**config.mk**
```make
export PLATFORM = sky130hd
export DESIGN_NAME = sfud_mul_unit
export DESIGN_NICKNAME = d
export VERILOG_FILES = /design/src/hdl/sfud_pkg.sv /design/src/hdl/sfud_mul_unit.sv
export SDC_FILE = /design/constraint.sdc
export NUM_CORES = 1
export LEC_CHECK = 0
export BUFFER_PORTS_ARGS = -buffer_cell sky130_fd_sc_hd__buf_2
export CAP_MARGIN = 15
export CORE_MARGIN = 1
export CORE_UTILIZATION = 55
export CTS_CLUSTER_DIAMETER = 150
export CTS_CLUSTER_SIZE = 8
export DETAILED_ROUTE_END_ITERATION = 7
export HOLD_SLACK_MARGIN = 0.15
export PLACE_DENSITY = 0.79
export SYNTH_ARGS = -nofsm -noshare
export SYNTH_HDL_FRONTEND = slang
export SYNTH_SLANG_ARGS = --single-unit
```
**constraint.sdc**
```tcl
create_clock -name clock -period 12.15 [get_ports clock]
set_clock_uncertainty 0.1 [all_clocks]
set_input_delay 2.43 -clock clock [delete_from_list [all_inputs] [get_ports clock]]
set_output_delay 2.43 -clock clock [all_outputs]
set_load 0.005 [all_outputs]
```
**src/hdl/sfud_pkg.sv**
```systemverilog
// ---------------------------------------------------------------------------
// sfud_pkg: shared definitions for the stereo audio FIFO
// Widths, constants, codes and transfer structs used by the channel
// interfaces, the datapath units and the top level.
// ---------------------------------------------------------------------------
`default_nettype none

package sfud_pkg;

   // Ring geometry
   localparam int PAIR_DEPTH = 2048;
   localparam int IDX_W      = $clog2(PAIR_DEPTH);
   localparam int CNT_W      = $clog2(PAIR_DEPTH + 1);

   // Field widths
   localparam int OP_W       = 2;
   localparam int IN_W       = 18;
   localparam int SAMPLE_W   = 16;
   localparam int PAIR_W     = 2 * SAMPLE_W;
   localparam int GAIN_W     = 17;
   localparam int PREBUF_W   = 12;
   localparam int FILL_W     = 12;
   localparam int PROD_W     = SAMPLE_W + GAIN_W;
   localparam int CMP_W      = (CNT_W > PREBUF_W) ? CNT_W : PREBUF_W;

   // Configuration port
   localparam int CSR_IDX_W  = 2;
   localparam int CSR_DATA_W = GAIN_W;

   // Arithmetic constants (Q1.16 factors, Q1.15 full scale)
   localparam logic [GAIN_W-1:0]          UNITY_GAIN  = 17'd65536;
   localparam logic [GAIN_W-1:0]          DECAY_Q16   = 17'd63570;
   localparam logic [PREBUF_W-1:0]        PREBUF_RST  = 12'd1024;
   localparam logic signed [IN_W-1:0]     IN_POS_FS   = 18'sd32767;
   localparam logic signed [IN_W-1:0]     IN_NEG_FS   = -18'sd32767;
   localparam logic signed [SAMPLE_W-1:0] POS_FS      = 16'sd32767;
   localparam logic signed [SAMPLE_W-1:0] NEG_FS      = -16'sd32767;

   // Operation codes
   typedef enum logic [OP_W-1:0] {
      OP_PUSH  = 2'd0,
      OP_PULL  = 2'd1,
      OP_CLEAR = 2'd2,
      OP_NOP   = 2'd3
   } op_type;

   // Register indexes
   typedef enum logic [CSR_IDX_W-1:0] {
      CSR_VOLUME = 2'd0,
      CSR_PREBUF = 2'd1,
      CSR_PLAY   = 2'd2
   } csr_index_type;

   // Sequencer states
   typedef enum logic [1:0] {
      ST_IDLE,
      ST_MUL_L,
      ST_MUL_R,
      ST_COMMIT
   } state_type;

   // Shared multiplier request
   typedef struct packed {
      logic                       load;
      logic signed [SAMPLE_W-1:0] operand;
      logic [GAIN_W-1:0]          factor;
   } mul_req_type;

   // Ring memory write and read requests
   typedef struct packed {
      logic              en;
      logic [IDX_W-1:0]  addr;
      logic [PAIR_W-1:0] data;
   } ram_wr_type;

   typedef struct packed {
      logic             en;
      logic [IDX_W-1:0] addr;
   } ram_rd_type;

   // Ring index advance with wrap
   function automatic logic [IDX_W-1:0] next_index(input logic [IDX_W-1:0] i);
      return (i == IDX_W'(PAIR_DEPTH - 1)) ? '0 : i + 1'b1;
   endfunction

endpackage

`default_nettype wire

```
**src/hdl/sfud_mul_unit.sv**
```systemverilog
// ---------------------------------------------------------------------------
// sfud_mul_unit: shared sign-magnitude Q1.16 scaler
// Computes sign(x) * ((|x| * factor) >> 16), truncated toward zero, with
// a registered result. Used for volume and for decay, one sample a cycle.
// ---------------------------------------------------------------------------
`default_nettype none

module sfud_mul_unit (
   input  wire logic                                 clock,
   input  wire sfud_pkg::mul_req_type                mul_req,
   output logic signed [sfud_pkg::SAMPLE_W-1:0]      result_ff
);
   import sfud_pkg::*;

   logic [SAMPLE_W-1:0]        mag;
   logic [PROD_W-1:0]          prod;
   logic [GAIN_W-1:0]          scaled;
   logic [GAIN_W-1:0]          scaled_neg;
   logic signed [SAMPLE_W-1:0] result_in;

   // Magnitude, product, sign restore
   always_comb begin
      mag        = mul_req.operand[SAMPLE_W-1] ? (~mul_req.operand + 1'b1) : mul_req.operand;
      prod       = PROD_W'(mag) * PROD_W'(mul_req.factor);
      scaled     = prod[PROD_W-1:SAMPLE_W];
      scaled_neg = ~scaled + 1'b1;
      result_in  = mul_req.operand[SAMPLE_W-1] ? scaled_neg[SAMPLE_W-1:0]
                                               : scaled[SAMPLE_W-1:0];
   end

   always_ff @(posedge clock) begin
      if (mul_req.load) begin
         result_ff <= result_in;
      end
   end
endmodule

`default_nettype wire

```
## After elaboration in Yosys (flattened, before gate mapping)

Index checks and enable logic that the tools add are counted.

- Logic and storage cells: 8
- Output and inout port bits: 16
- Latch bits: 0
- Bits in registers: 16
- RAM bits: 0
- Memories: 0
- Bits of input ports: 35
- ROM bits: 0

- Equality and inequality tests: 0
- Bitwise logic cells: 2
- Multipliers: 1
- Reduce and logical (&&, ||, !) cells: 0
- $add $sub $neg: 2
- Order comparisons: 0
- Shift-type cells: 0
- Div/mod/pow operators: 0
- Mux-type cells: 2

Operators by type and width:

| operator | number |
|---|---|
| $add A16 B1 Y16 const B | 2 |
| $mul A16 B17 Y32 | 1 |
| $mux W16 | 2 |
| $not A16 Y16 | 2 |

## Longest topological paths before layout

- Depth after elaboration: 7
- Mapped depth: 33
- Gate-level depth less buffers: 30

## Worst setup path after synthesis

No wires, ideal clock.

- Kind: input port to flip-flop
- Start point: in mul_req[17] (netlist bit)
- End point: reg result_ff[15] (netlist bit), data pin
- Path slack: 1.704 ns
- Stages on the path: 31
- Buffers on the path: 4
- Arrival time: 10.084 ns
- Library setup time: 0.263 ns
- Cell sequence: buf_2 -> clkbuf_1 -> inv_1 -> ha_1 -> nand2_1 -> or4_1 -> or3_1 -> o21ai_0 -> xnor2_1 -> clkbuf_1 -> nand2_1 -> fa_1 -> inv_1 -> fa_1 -> fa_1 -> fa_1 -> fa_1 -> inv_1 -> fa_1 -> inv_1 -> ha_1 -> buf_2 -> nand2_1 -> o21ai_1 -> o21ai_0 -> a22oi_1 -> a2111oi_0 -> nand4bb_1 -> or4_4 -> o41ai_2 -> xnor2_1

- Word-level cells in the longest chain between the ends: 7

RTL lines:

| what | line | source |
|---|---|---|
| start: declaration | sfud_mul_unit.sv:10 | `input wire sfud_pkg::mul_req_type mul_req,` |
| $not A16 Y16 | sfud_mul_unit.sv:23 | `mag = mul_req.operand[SAMPLE_W-1] ? (~mul_req.operand + 1'b1) : mul_req.operand;` |
| $add A16 B1 Y16 | sfud_mul_unit.sv:23 |  |
| $mux W16 (*) | sfud_mul_unit.sv:23 |  |
| $mul A16 B17 Y32 (*) | sfud_mul_unit.sv:24 | `prod = PROD_W'(mag) * PROD_W'(mul_req.factor);` |
| $not A16 Y16 | sfud_mul_unit.sv:26 | `scaled_neg = ~scaled + 1'b1;` |
| $add A16 B1 Y16 | sfud_mul_unit.sv:26 |  |
| $mux W16 (*) | sfud_mul_unit.sv:27 | `result_in = mul_req.operand[SAMPLE_W-1] ? scaled_neg[SAMPLE_W-1:0]` |
| named net result_in[15] | sfud_mul_unit.sv:19 | `logic signed [SAMPLE_W-1:0] result_in;` |
| end signal: assignment | sfud_mul_unit.sv:33 | `result_ff <= result_in;` |
| end: declaration | sfud_mul_unit.sv:11 | `output logic signed [sfud_pkg::SAMPLE_W-1:0] result_ff` |

Mark *: on every way through the listed nets, which the timed path passes. The rest lies on a longest branch.
A chain may end at the register's enable or synchronous reset.

## Worst setup path in the final report

Same ends and word-level chain as after synthesis.

==> key figures <==
Run status
  • Run status: completed

Synthesis
  • Synth unique cells: 55
  • Post-synth ARST share: 0%
  • Largest area contributor in the synthesized netlist: fa_1
  • Most numerous cell in the Yosys netlist: inv_1
  • Post-synth EDFFs: 16
  • Post-synthesis instance total: between 1000 and 1500
  • Share of the synthesized area in the top cell type: 41.82%
  • Most numerous cell types in the synthesized netlist: 253 x inv_1, 209 x nand2_1, 206 x fa_1
  • Primary flip-flop cell chosen by synthesis mapping: edfxtp_1
  • Total number of yosys warnings: 0
  • Post-synthesis cell area: 9862 µm²
  • Synthesized area divided by synthesized cell count: a little under 9 µm²
  • Share of the yosys chip area belonging to registers: under 10%
  • Syn Nets: approximately 1500
  • Cells taking the most area after synthesis: fa_1 42%, ha_1 13%, inv_1 9.6%
  • Number of register bits inferred by synthesis: 16

Setup path
  • Category of the worst setup path launch point: input port
  • Critical setup path kind: input port to flop
  • Setup crit end kind: flop
  • Required time of the critical path: 12030 ps
  • Data arrival time of the worst path: 10680 ps
  • Maximum net fanout on the critical path: 19

Clock network
  • Clock Path Buffers: 2
  • Post-CTS Repair Setup Buffers: 0
  • TritonCTS clock tree: yes
  • Number of hold buffers added after CTS: 0
  • Number of buffers created by CTS: 3
  • Cell at the root of the clock tree: clkbuf_16
  • H-tree levels: 1
  • Clock transition at the registers of the reported paths: approximately 40 ps
  • Post-CTS sizing: 0
  • Clock Sinks: 16

STA
  • Shortest period the worst path allows: ~11000 ps
  • Setup WS post-layout: 1353 ps
  • Final-layout setup total negative slack: 0 ps
  • Fin. max-slew vios: 0
  • Max Clock Freq: between 90 and 100 MHz
  • Final critical-path share of the clock period: around nine tenths
  • Unrepaired setup endpoints after global routing: no
  • Final-report hold violation count: 0
  • Actual transition at the worst max-transition pin: between 900 and 1000 ps
  • Worst max-slew margin expressed relative to the limit: between 30% and 40%
  • Number of setup violations in the final report: 0

Final layout
  • Antenna Diode Count: 0
  • Max reg flops: 16
  • Most flops, register: result_ff
  • Largest registers: result_ff: 16 flops
  • Net count reported at finish: 1507
  • Area added between synthesis and finish: 5.748%
  • Fraction of layout cells with a size suffix above 1: slightly below 7%
  • Final core utilization: around 60%

Detailed routing
  • Total length of routed wires: about 23000 µm
  • Post-route DRC violation count: 0
  • Drt first pass iters: 6
  • Violation count after the first detailed-routing iteration: around 520
  • Via-per-instance ratio: 5.533
  • Count of antenna-violating nets left after detailed routing: 0
  • Average wire length per cell after detail routing: ~17 µm
  • DR vias: a little under 8000

Global routing
  • Met3 Track Usage GR: around 2.5%
  • M1 GR Usage: between 30% and 40%
  • Vias in the first global route: between 8000 and 9000
  • Met2 Use GR: 48.44%
  • Most congested layer reported by global routing: met2
  • Initial antenna violation count: 0
  • Maximum number of pins on one net before global-route repair: 34
  • Overall overflow remaining after global route: 0
  • Wire length of the first global-routing pass: about 40000 µm
  • Total track usage: between 20% and 30%

Floorplanning
  • Effective utilization at floorplan: approximately 57%
  • Placement Rows: 48
  • Top Ports: 51
  • Placeable core region: between 15000 and 20000 µm²
  • Die H: about 140 µm
  • Die extent in x: 135.9 µm
  • Overall die area: 18470 µm²

Placement
  • Pre-CTS WS: 1116 ps
  • HPWL after detailed placement: 19030 µm
  • Placer Congestion: just over 0.9
  • Count of port buffers added during placement: 50

Min path
  • Start point of the worst min-delay path: mul_req[33]
  • Worst min-delay path class: input port to flop
  • Worst hold path endpoint: result_ff[13]$_DFFE_PP_
  • Cells on Worst Hold Path: 1

Job
  • Maxcap violations: 0
==> layout by cell type (no fill, tap or decap), drive strengths merged, types with 7 or more instances in the layout <==
| master | synthesis | routed |
|---|---|---|
| edfxtp | 16 | 16 |
| o41ai | 9 | 9 |
| xor2 | 7 | 7 |
| ha | 100 | 100 |
| buf | 4 | 61 |
| nor2b | 8 | 8 |
| o21ai | 28 | 28 |
| a21oi | 34 | 34 |
| nand2 | 209 | 209 |
| and2 | 96 | 96 |
| fa | 206 | 206 |
| xnor2 | 40 | 40 |
| nor2 | 17 | 17 |
| o31ai | 8 | 8 |
| inv | 254 | 254 |
| nor3 | 8 | 8 |
==> layout make-up <==
class	instances	area [µm²]
Multi-Input combinational cell	830	8305
Fill cell	1572	6988
Clock buffer	3	75.07
Timing Repair Buffer	61	332.8
Inverter	254	953.4
Sequential cell	16	480.5
Tap cell	225	281.5
==> critical path, stage by stage <==
cell       delay [ps]
buf_2             230
inv_1             120
ha_1              170
nand2_1            90
or4_1             450
or3_1             350
o21ai_0           280
xnor2_2           390
nand2_1           150
fa_1              510
inv_1              60
fa_1              550
fa_1              430
fa_1              470
fa_1              560
inv_1              70
fa_1              530
inv_1              40
ha_1              400
nand2_1           150
o21ai_1           240
o21ai_0           180
a22oi_1           320
a2111oi_0         160
nand4bb_1         290
or4_4             600
o41ai_2           340
xnor2_1           100
==> per-stage QoR <==
stage | hold slack (ps) | cell area, µm² | std cells
2_1_floorplan | 2443 | 9862 | 1139
3_3_place_gp | 2721 | 10350 | 1386
3_5_place_dp | 2723 | 10350 | 1386
4_1_cts | 2515 | 10430 | 1389
5_1_grt | 2540 | 10430 | 1389
6_report | 2517 | 10430 | 1389
==> cell families after synthesis <==
family / Yosys count / synth area share [%]
adder cells (fa/ha/maj): 306 / 54.50
XOR/XNOR: 47 / 4.174
flip-flops: 16 / 4.872
AND/OR/NAND/NOR: 368 / 17.93
buffers and inverters: 293 / 11.22
multiplexers: 4 / 0.4187
AO/OA/AOI/OAI: 105 / 6.889
==> per-layer routing <==
layer / up-vias / routed length, µm
met5: - / 0
met3: 45 / 1142
met2: 224 / 11770
li1: 3509 / -
met4: 0 / 622
met1: 3908 / 9859
==> how the worst max path moves through the flow <==
stage                 from                      end  slack, ps  cells after the start
6_report       mul_req[17]  result_ff[15]$_DFFE_PP_       1350                     28
3_3_place_gp   mul_req[17]  result_ff[15]$_DFFE_PP_       1420                     28
4_1_cts        mul_req[17]  result_ff[15]$_DFFE_PP_       1350                     28
2_1_floorplan  mul_req[17]  result_ff[15]$_DFFE_PP_       1700                     31
3_5_place_dp   mul_req[17]  result_ff[15]$_DFFE_PP_       1120                     28
5_1_grt        mul_req[17]  result_ff[15]$_DFFE_PP_        930                     28
Power is not shown: default switching activity piles up to over one toggle a cycle in this logic, so the estimate is an artifact.
